### config.mk
export PLATFORM = sky130hd
export DESIGN_NAME = rtt_statistics_accumulator
export DESIGN_NICKNAME = d
export VERILOG_FILES = /design/src/rtl/core/rttsa_pkg.sv /design/src/rtl/core/rttsa_serial_div.sv /design/src/rtl/core/rttsa_isqrt.sv /design/src/rtl/core/rtt_statistics_accumulator.sv
export SDC_FILE = /design/constraint.sdc
export NUM_CORES = 2
export LEC_CHECK = 0
export ABC_AREA = 1
export BUFFER_PORTS_ARGS = -buffer_cell sky130_fd_sc_hd__buf_2
export CORE_MARGIN = 1.5
export CORE_UTILIZATION = 40
export CTS_CLUSTER_DIAMETER = 150
export DETAILED_ROUTE_END_ITERATION = 7
export SLEW_MARGIN = 0
export SYNTH_ARGS = -nofsm -noshare
export SYNTH_HDL_FRONTEND = slang
export SYNTH_SLANG_ARGS = --single-unit
### constraint.sdc
create_clock -name clock -period 12.9 [get_ports clock]
set_input_delay 2.58 -clock clock [delete_from_list [all_inputs] [get_ports clock]]
set_output_delay 2.58 -clock clock [all_outputs]
set_load 0.005 [all_outputs]
### src/rtl/core/rttsa_pkg.sv
`default_nettype none

package rttsa_pkg;

   // Fixed widths of the word fields
   localparam int RTT_W     = 20;
   localparam int CNT_OUT_W = 24;
   localparam int LOSS_W    = 14;

   // Loss is given in hundredths of a percent: full scale is 100.00 %
   localparam int LOSS_SCALE = 10000;

   // Defaults for the top-level parameters
   localparam int COUNT_BITS_DEF   = 24;
   localparam int RTT_LIMIT_US_DEF = 1000000;

   typedef enum logic [1:0] {
      EV_SENT   = 2'd0,
      EV_REPLY  = 2'd1,
      EV_REPORT = 2'd2,
      EV_CLEAR  = 2'd3
   } event_type;

   typedef enum logic [3:0] {
      S_IDLE,
      S_AVG_GO,
      S_AVG_WAIT,
      S_MSQ_GO,
      S_MSQ_WAIT,
      S_ROOT_GO,
      S_LOSS_GO,
      S_LOSS_WAIT,
      S_OUT
   } state_type;

   typedef struct packed {
      event_type          req_type;
      logic [RTT_W-1:0]   rtt_us;
   } req_word_type;

   typedef struct packed {
      logic [CNT_OUT_W-1:0] sent_total;
      logic [CNT_OUT_W-1:0] recv_total;
      logic [RTT_W-1:0]     rtt_min_us;
      logic [RTT_W-1:0]     rtt_max_us;
      logic [RTT_W-1:0]     rtt_avg_us;
      logic [RTT_W-1:0]     rtt_mdev_us;
      logic [LOSS_W-1:0]    loss_hundredths;
   } rsp_word_type;

endpackage

`default_nettype wire

### src/rtl/core/rttsa_serial_div.sv
`default_nettype none

// Restoring divider, one quotient bit per cycle.
module rttsa_serial_div #(
   parameter int DIVIDEND_W = 64,
   parameter int DIVISOR_W  = 24
) (
   input  wire logic                  clock,
   input  wire logic                  reset,
   input  wire logic                  start,
   input  wire logic [DIVIDEND_W-1:0] dividend,
   input  wire logic [DIVISOR_W-1:0]  divisor,
   output logic                       done,
   output logic [DIVIDEND_W-1:0]      quotient
);
   import rttsa_pkg::*;

   localparam int CNT_W = $clog2(DIVIDEND_W + 1);

   logic [DIVIDEND_W-1:0] quo_ff;
   logic [DIVISOR_W-1:0]  rem_ff;
   logic [DIVISOR_W-1:0]  div_ff;
   logic [CNT_W-1:0]      cnt_ff;
   logic                  done_ff;

   logic [DIVISOR_W:0]    trial;
   logic [DIVISOR_W:0]    diff;
   logic                  take;

   always_comb begin
      trial = {rem_ff, quo_ff[DIVIDEND_W-1]};
      diff  = trial - {1'b0, div_ff};
      take  = (trial >= {1'b0, div_ff});
   end

   // Dividend shifts out at the top while quotient bits shift in at the bottom
   always_ff @(posedge clock) begin
      if (start) begin
         quo_ff <= dividend;
         rem_ff <= '0;
         div_ff <= divisor;
      end else if (cnt_ff != '0) begin
         quo_ff <= {quo_ff[DIVIDEND_W-2:0], take};
         rem_ff <= take ? diff[DIVISOR_W-1:0] : trial[DIVISOR_W-1:0];
      end
   end

   always_ff @(posedge clock) begin
      if (reset) begin
         cnt_ff  <= '0;
         done_ff <= 1'b0;
      end else begin
         done_ff <= 1'b0;
         if (start) begin
            cnt_ff <= CNT_W'(DIVIDEND_W);
         end else if (cnt_ff != '0) begin
            cnt_ff <= cnt_ff - 1'b1;
            if (cnt_ff == CNT_W'(1)) begin
               done_ff <= 1'b1;
            end
         end
      end
   end

   assign done     = done_ff;
   assign quotient = quo_ff;

endmodule

`default_nettype wire

### src/rtl/core/rttsa_isqrt.sv
`default_nettype none

// Digit-by-digit integer square root, one root bit per cycle.
module rttsa_isqrt #(
   parameter int ROOT_W = 20
) (
   input  wire logic                  clock,
   input  wire logic                  reset,
   input  wire logic                  start,
   input  wire logic [2*ROOT_W-1:0]   radicand,
   output logic [ROOT_W-1:0]          root
);
   import rttsa_pkg::*;

   localparam int CNT_W = $clog2(ROOT_W + 1);

   logic [2*ROOT_W-1:0] rad_ff;
   logic [ROOT_W+1:0]   rem_ff;
   logic [ROOT_W-1:0]   root_ff;
   logic [CNT_W-1:0]    cnt_ff;

   logic [ROOT_W+3:0]   rem_sh;
   logic [ROOT_W+3:0]   trial;
   logic [ROOT_W+3:0]   diff;
   logic                take;

   always_comb begin
      rem_sh = {rem_ff, rad_ff[2*ROOT_W-1 -: 2]};
      trial  = {2'b00, root_ff, 2'b01};
      diff   = rem_sh - trial;
      take   = (rem_sh >= trial);
   end

   always_ff @(posedge clock) begin
      if (start) begin
         rad_ff  <= radicand;
         rem_ff  <= '0;
         root_ff <= '0;
      end else if (cnt_ff != '0) begin
         rad_ff  <= {rad_ff[2*ROOT_W-3:0], 2'b00};
         rem_ff  <= take ? diff[ROOT_W+1:0] : rem_sh[ROOT_W+1:0];
         root_ff <= {root_ff[ROOT_W-2:0], take};
      end
   end

   always_ff @(posedge clock) begin
      if (reset) begin
         cnt_ff <= '0;
      end else if (start) begin
         cnt_ff <= CNT_W'(ROOT_W);
      end else if (cnt_ff != '0) begin
         cnt_ff <= cnt_ff - 1'b1;
      end
   end

   // Root holds once the last digit is in
   assign root = root_ff;

endmodule

`default_nettype wire

### src/rtl/core/rtt_statistics_accumulator.sv
// Sent, reply and clear words: one per cycle while no report is in progress, no result word.
// Report word: result on rsp after three passes of the shared bit-serial divider
//   (average, mean square, loss) with the root alongside; req stalls meanwhile.
// The result sits in an output register, so traffic resumes while it waits on rsp.
// Synchronous reset: counts, sums and max to zero, min to all ones, no word pending.
`default_nettype none

module rtt_statistics_accumulator #(
   parameter int COUNT_BITS   = rttsa_pkg::COUNT_BITS_DEF,
   parameter int RTT_LIMIT_US = rttsa_pkg::RTT_LIMIT_US_DEF
) (
   input  wire logic                   clock,
   input  wire logic                   reset,
   input  wire logic                   req_valid,
   output logic                        req_stall,
   input  wire rttsa_pkg::req_word_type req_data,
   output logic                        rsp_valid,
   input  wire logic                   rsp_stall,
   output rttsa_pkg::rsp_word_type     rsp_data
);
   import rttsa_pkg::*;

   // Sum of RTTs and sum of squares cannot overflow: replies stop counting at full scale
   localparam int SUM_W = COUNT_BITS + RTT_W;
   localparam int SQ_W  = COUNT_BITS + 2 * RTT_W;
   localparam int DIV_W = SQ_W;
   localparam int NUM_W = COUNT_BITS + LOSS_W;

   localparam logic [RTT_W-1:0]      RTT_LIMIT = RTT_W'(RTT_LIMIT_US);
   localparam logic [COUNT_BITS-1:0] COUNT_MAX = '1;

   // Statistics
   logic [COUNT_BITS-1:0] sent_ff;
   logic [COUNT_BITS-1:0] recv_ff;
   logic [RTT_W-1:0]      min_ff;
   logic [RTT_W-1:0]      max_ff;
   logic [SUM_W-1:0]      sum_ff;
   logic [SQ_W-1:0]       sq_sum_ff;

   // Square of the last reply, folded into the sum in the following cycle
   logic [2*RTT_W-1:0]    sq_ff;
   logic [2*RTT_W-1:0]    sq_in;
   logic                  sq_pend_ff;

   // Report working registers
   state_type             state_ff;
   state_type             state_in;
   logic [RTT_W-1:0]      avg_ff;
   logic [2*RTT_W-1:0]    avg_sq_ff;
   logic [2*RTT_W-1:0]    msq_ff;
   logic [NUM_W-1:0]      loss_num_ff;
   logic [LOSS_W-1:0]     loss_ff;
   logic                  rsp_valid_ff;
   rsp_word_type          rsp_data_ff;
   rsp_word_type          rsp_in;

   logic                  req_fire;
   logic                  sent_take;
   logic                  reply_take;
   logic                  clear_take;
   logic [RTT_W-1:0]      rtt_clamped;
   logic                  has_recv;
   logic                  loss_ok;
   logic                  out_free;

   logic                  div_start;
   logic [DIV_W-1:0]      div_dividend;
   logic [COUNT_BITS-1:0] div_divisor;
   logic                  div_done;
   logic [DIV_W-1:0]      div_quotient;

   logic                  root_start;
   logic [2*RTT_W-1:0]    root_radicand;
   logic [RTT_W-1:0]      root_value;

   // ---------------------------------------------------------------------
   // Event decode: words are taken only in the idle state
   // ---------------------------------------------------------------------
   assign req_stall = (state_ff != S_IDLE);
   assign req_fire  = req_valid && !req_stall;

   always_comb begin
      sent_take  = 1'b0;
      reply_take = 1'b0;
      clear_take = 1'b0;
      case (req_data.req_type)
         EV_SENT:   sent_take  = req_fire && (sent_ff != COUNT_MAX);
         // A reply is dropped entirely once the receive counter is full
         EV_REPLY:  reply_take = req_fire && (recv_ff != COUNT_MAX);
         EV_CLEAR:  clear_take = req_fire;
         default:   ;
      endcase
   end

   assign rtt_clamped = (req_data.rtt_us > RTT_LIMIT) ? RTT_LIMIT : req_data.rtt_us;
   assign sq_in       = (2*RTT_W)'(rtt_clamped) * (2*RTT_W)'(rtt_clamped);

   // ---------------------------------------------------------------------
   // Statistics update
   // ---------------------------------------------------------------------
   always_ff @(posedge clock) begin
      if (reset || clear_take) begin
         sent_ff    <= '0;
         recv_ff    <= '0;
         min_ff     <= '1;
         max_ff     <= '0;
         sum_ff     <= '0;
         sq_sum_ff  <= '0;
         sq_pend_ff <= 1'b0;
      end else begin
         // Fold the square registered last cycle
         if (sq_pend_ff) begin
            sq_sum_ff <= sq_sum_ff + SQ_W'(sq_ff);
         end
         sq_pend_ff <= reply_take;
         if (sent_take) begin
            sent_ff <= sent_ff + 1'b1;
         end
         if (reply_take) begin
            recv_ff <= recv_ff + 1'b1;
            sum_ff  <= sum_ff + SUM_W'(rtt_clamped);
            if (rtt_clamped < min_ff) begin
               min_ff <= rtt_clamped;
            end
            if (rtt_clamped > max_ff) begin
               max_ff <= rtt_clamped;
            end
         end
      end
   end

   always_ff @(posedge clock) begin
      if (reply_take) begin
         sq_ff <= sq_in;
      end
   end

   // ---------------------------------------------------------------------
   // Report sequencer: average, mean square, root of variance, loss
   // ---------------------------------------------------------------------
   assign has_recv = (recv_ff != '0);
   assign loss_ok  = (sent_ff != '0) && (recv_ff <= sent_ff);
   assign out_free = !rsp_valid_ff || !rsp_stall;

   always_ff @(posedge clock) begin
      if (reset) begin
         state_ff <= S_IDLE;
      end else begin
         state_ff <= state_in;
      end
   end

   always_comb begin
      state_in      = state_ff;
      div_start     = 1'b0;
      div_dividend  = '0;
      div_divisor   = recv_ff;
      root_start    = 1'b0;
      root_radicand = (msq_ff > avg_sq_ff) ? (msq_ff - avg_sq_ff) : '0;
      case (state_ff)
         S_IDLE: begin
            if (req_fire && (req_data.req_type == EV_REPORT)) begin
               state_in = S_AVG_GO;
            end
         end
         S_AVG_GO: begin
            div_start    = 1'b1;
            div_dividend = DIV_W'(sum_ff);
            state_in     = S_AVG_WAIT;
         end
         S_AVG_WAIT: begin
            if (div_done) begin
               state_in = S_MSQ_GO;
            end
         end
         S_MSQ_GO: begin
            div_start    = 1'b1;
            div_dividend = DIV_W'(sq_sum_ff);
            state_in     = S_MSQ_WAIT;
         end
         S_MSQ_WAIT: begin
            if (div_done) begin
               state_in = S_ROOT_GO;
            end
         end
         S_ROOT_GO: begin
            // Root runs alongside the loss division, which is always longer
            root_start = 1'b1;
            state_in   = S_LOSS_GO;
         end
         S_LOSS_GO: begin
            div_start    = 1'b1;
            div_dividend = DIV_W'(loss_num_ff);
            div_divisor  = sent_ff;
            state_in     = S_LOSS_WAIT;
         end
         S_LOSS_WAIT: begin
            div_divisor = sent_ff;
            if (div_done) begin
               state_in = S_OUT;
            end
         end
         S_OUT: begin
            // Hold until the output register is free
            if (out_free) begin
               state_in = S_IDLE;
            end
         end
         default: begin
            state_in = S_IDLE;
         end
      endcase
   end

   // Intermediate results
   always_ff @(posedge clock) begin
      if ((state_ff == S_AVG_WAIT) && div_done) begin
         avg_ff <= div_quotient[RTT_W-1:0];
      end
      if (state_ff == S_MSQ_GO) begin
         avg_sq_ff <= (2*RTT_W)'(avg_ff) * (2*RTT_W)'(avg_ff);
      end
      if ((state_ff == S_MSQ_WAIT) && div_done) begin
         msq_ff <= div_quotient[2*RTT_W-1:0];
      end
      if (state_ff == S_ROOT_GO) begin
         loss_num_ff <= NUM_W'(sent_ff - recv_ff) * NUM_W'(LOSS_SCALE);
      end
      if ((state_ff == S_LOSS_WAIT) && div_done) begin
         loss_ff <= div_quotient[LOSS_W-1:0];
      end
   end

   rttsa_serial_div #(
      .DIVIDEND_W (DIV_W),
      .DIVISOR_W  (COUNT_BITS)
   ) u_div (
      .clock    (clock),
      .reset    (reset),
      .start    (div_start),
      .dividend (div_dividend),
      .divisor  (div_divisor),
      .done     (div_done),
      .quotient (div_quotient)
   );

   rttsa_isqrt #(
      .ROOT_W (RTT_W)
   ) u_isqrt (
      .clock    (clock),
      .reset    (reset),
      .start    (root_start),
      .radicand (root_radicand),
      .root     (root_value)
   );

   // ---------------------------------------------------------------------
   // Output register: RTT figures drop to zero with no replies
   // ---------------------------------------------------------------------
   always_comb begin
      rsp_in.sent_total      = CNT_OUT_W'(sent_ff);
      rsp_in.recv_total      = CNT_OUT_W'(recv_ff);
      rsp_in.rtt_min_us      = has_recv ? min_ff : '0;
      rsp_in.rtt_max_us      = has_recv ? max_ff : '0;
      rsp_in.rtt_avg_us      = has_recv ? avg_ff : '0;
      rsp_in.rtt_mdev_us     = has_recv ? root_value : '0;
      rsp_in.loss_hundredths = loss_ok ? loss_ff : '0;
   end

   always_ff @(posedge clock) begin
      if (reset) begin
         rsp_valid_ff <= 1'b0;
      end else if ((state_ff == S_OUT) && out_free) begin
         rsp_valid_ff <= 1'b1;
      end else if (!rsp_stall) begin
         rsp_valid_ff <= 1'b0;
      end
   end

   always_ff @(posedge clock) begin
      if ((state_ff == S_OUT) && out_free) begin
         rsp_data_ff <= rsp_in;
      end
   end

   assign rsp_valid = rsp_valid_ff;
   assign rsp_data  = rsp_data_ff;

   // ---------------------------------------------------------------------
   // Assertions
   // ---------------------------------------------------------------------
   a_clear_empties : assert property (@(posedge clock) disable iff (reset)
      clear_take |=> (sent_ff == '0) && (recv_ff == '0) && !sq_pend_ff && (sum_ff == '0))
      else $error("clear left statistics behind");

   a_recv_monotone : assert property (@(posedge clock) disable iff (reset)
      !clear_take |=> (recv_ff >= $past(recv_ff)))
      else $error("receive count went backwards");

   a_min_le_max : assert property (@(posedge clock) disable iff (reset)
      has_recv |-> (min_ff <= max_ff))
      else $error("min above max with replies counted");

   a_rsp_from_report : assert property (@(posedge clock) disable iff (reset)
      $rose(rsp_valid_ff) |-> ($past(state_ff) == S_OUT))
      else $error("result word raised outside the report path");

   a_stats_frozen : assert property (@(posedge clock) disable iff (reset)
      (state_ff != S_IDLE) && !sq_pend_ff |=> $stable(sq_sum_ff) && $stable(sum_ff))
      else $error("sums changed during a report");

endmodule

`default_nettype wire
==> summary.md <==
| Metric | Value |
|---|---|
| Number of synthesized flops with an enable pin | `about 460` |
| Non-Filler Instances | `about 10000` |
| Starting DRC count in detailed routing | `about 3800` |
| CTS buffer count | `84` |
| Leak | `roughly 36 nW` |
| Buffers on Ports | `between 150 and 200` |
| Layout area overhead | `9.24%` |
| Cell repeated most along the worst path | `fa_1` |
| Metal-1 WL | `about 84000 um` |
| Fin. Hold Viols | `0` |
| H-tree levels | `3` |
| Kind of cell adding the most delay to the critical path | `adder cells` |
| Mapped Nets | `just over 9000` |
| HP Class | `reg -> reg` |
| Ant diodes | `0` |
| DIE HEIGHT | `412 um` |
| Sink Count | `737` |
| Residual DRC count | `0` |
| Utilization after layout | `0.441` |
| DR vias/cell | `5.09` |
| Hold Path End | `msq_ff[29]` |
| Critical path endpoint category | `register` |
| Flop2flop setup slack | `around 5600 ps` |
| Part of the cycle the worst path needs | `0.786` |
| Met3 wire length | `about 9600 um` |
| Antenna violations before repair | `6` |
| Clock root cell | `clkbuf_16` |
| Post-DP HPWL | `between 150000 and 200000 um` |
| Num rows | `~150` |
| Most used DFF post-synth | `edfxtp_1` |
| Max transition margin | `0.341` |
| Worst Path Required | `13330 ps` |
| Post-route ant nets | `0` |
| Worst-path clk slew | `roughly 60 ps` |
| Avg Inst Size Synth | `about 8.4 sq um` |
| Layout cells sized above 1 | `0.0512` |
| Commonest non-fill, non-tap cell in the layout | `inv_1` |
| Filler Cell Count | `approximately 16000` |
| Highest Signal Layer | `met5` |
| Setup Fix Bufs, Post-CTS | `0` |
| Max Cap Viol | `0` |
| RR Endpoint | `loss_num_ff[36]` |
| Nets | `about 9400` |
| CTS tree | `yes` |
| Hold path cells | `0` |
| Drt wl/cell | `between 15 and 20 um` |
| Commonest non-fill, non-tap cells in the layout | `inv_1, nand2_1, fa_1` |
| # hold bufs at CTS | `0` |
| Cts repair resizes | `0` |
| GR Overflow Total | `0` |
| TNS Setup | `0 ps` |
| Vias in the first global route | `around 54000` |
| FF-to-FF Start | `recv_ff[2]` |
| Status | `completed` |
| Mapped cell area | `66900 sq um` |
| Max VDD drop | `0.000347 V` |
| Max Fanout on Critical Path | `15` |
| Seq/Total Area, Yosys | `0.289` |
| Max Clock Skew | `40.0 ps` |
| Initial Util | `0.404` |
| Pins Over Slew Limit | `0` |
| Max incr delay on CP | `~550 ps` |
| TritonRoute pass-1 iters | `6` |
| CP Buf/Inv Count | `8` |
| Pin count of the biggest net entering global routing | `75` |
| Setup crit start kind | `input pin` |
| WL met2 | `approximately 91000 um` |
| Worst reg-to-reg path cell count | `35` |
| IO Count | `170` |
| Core area | `166000 sq um` |
| CP max-delay cell | `fa_1` |
| Hold Crit Start | `u_div.quotient[29]` |
| Placed insts | `approximately 10000` |
| Synth warn | `0` |
| Worst-skew pair later-pin latency | `between 700 and 800 ps` |
| Synth Register Bits | `737` |
| Die area | `approximately 170000 sq um` |
| # setup viols final | `0` |
| First-pass GRT wire length | `around 300000 um` |
| Critical Path Start | `req_data[19]` |
| Gpl congestion | `around 0.94` |
| Distinct cells, synth | `slightly above 60` |
| Async SR Flop Fraction | `0` |
| Syn Inst Count | `around 8000` |
| Crit path kind | `in -> reg` |
| Least-Margin Pin Slew | `989 ps` |
| DIE WIDTH | `just over 400 um` |
| Min Tclk post-route | `between 10000 and 15000 ps` |
| Gr usage total | `0.224` |
| Worst Path Arrival | `around 11000 ps` |
| Bufs on Longest Clock Path | `3` |
| PD cells | `around 260 nW/um^2` |
| Final wirelength | `189000 um` |
| Vias after detailed routing | `between 50000 and 60000` |
| Hold slack final | `approximately 470 ps` |
| Max Freq | `between 0.09 and 0.1 GHz` |
| RSZ-0062 raised after global routing | `no` |
## final cells by class
class | instances | area (sq um) | share of cell area
inverters | 1826 | 6860 | 0.0939
multi-input cells | 5257 | 40000 | 0.548
well taps | 2189 | 2740 | 0.0375
repair buffers | 232 | 1320 | 0.0181
flip-flops and latches | 737 | 19300 | 0.265
clock buffers | 113 | 2320 | 0.0318
clock inverters | 45 | 435 | 0.00596
## synth_stat cells (62+ instances only)
cell type / count / share of area
inv_1: 1810 / 0.10
nand2_1: 1397 / 0.078
fa_1: 632 / 0.19
nor2_1: 627 / 0.035
ha_1: 600 / 0.11
a21oi_1: 494 / 0.037
edfxtp_1: 456 / 0.20
o21ai_0: 440 / 0.033
dfxtp_1: 281 / 0.084
xor2_1: 172 / 0.023
nand3_1: 168 / 0.013
clkbuf_1: 150 / 0.0084
nor3_1: 116 / 0.0087
xnor2_1: 105 / 0.014
a31oi_1: 66 / 0.0062
nand4_1: 62 / 0.0058
## power by group
group          internal [mW]  switching, mW  leakage (nW)
Sequential              3.63          0.320          6.58
Combinational           4.53           8.06          28.0
Clock                   1.39           1.02          1.34
Total                   9.56           9.40          36.0
## sequential cells by signal (all words and copies together), names as in the netlist, 34 cells and up
| signal | count |
|---|---|
| rsp_data | 142 |
| sq_sum_ff | 64 |
| u_isqrt.rad_ff | 40 |
| avg_sq_ff | 39 |
| sq_ff | 39 |
| msq_ff | 40 |
| sum_ff | 44 |
| loss_num_ff | 34 |
| u_div.quotient | 64 |
## cell families (layout without fill, tap and decap cells)
kind of cell    count (synthesis)  after routing  share of synthesized area
buf+inv                      2005           2216                      0.113
flops                         737            737                      0.289
simple gates                 2470           2470                      0.152
compound gates               1278           1278                      0.108
fa+ha+maj                    1232           1232                      0.302
xor+xnor                      277            277                     0.0363
## metal layers
layer  up-vias  track usage
li1      25670            -
met4         4       0.0603
met3       250       0.0214
met1     25670        0.303
met5         -            0
met2      1313        0.383
## worst max-delay path by stage
| stage | endpoint | slack (ps) | depth (start not counted) |
|---|---|---|---|
| final | sq_ff[36] | 2750 | 32 |
| after global routing | sq_ff[38] | 2260 | 33 |
| after CTS | sq_ff[36] | 2850 | 32 |
| after detailed placement | sq_ff[36] | 2120 | 32 |
| after global placement | sq_ff[36] | 2200 | 32 |
| after floorplan | rsp_data[0] | 2780 | 1 |
## stage by stage
stage / area (sq um) / power, mW / setup WS [ps]
4_1_cts: 73000 / 19.1 / 2850
6_report: 73000 / 19.0 / 2750
3_3_place_gp: 70300 / 16.4 / 2200
3_5_place_dp: 70300 / 16.6 / 2120
5_1_grt: 73000 / 20.8 / 2260
2_1_floorplan: 66900 / 13.1 / 2780
Note: power is estimated with default switching activity, not from simulation.
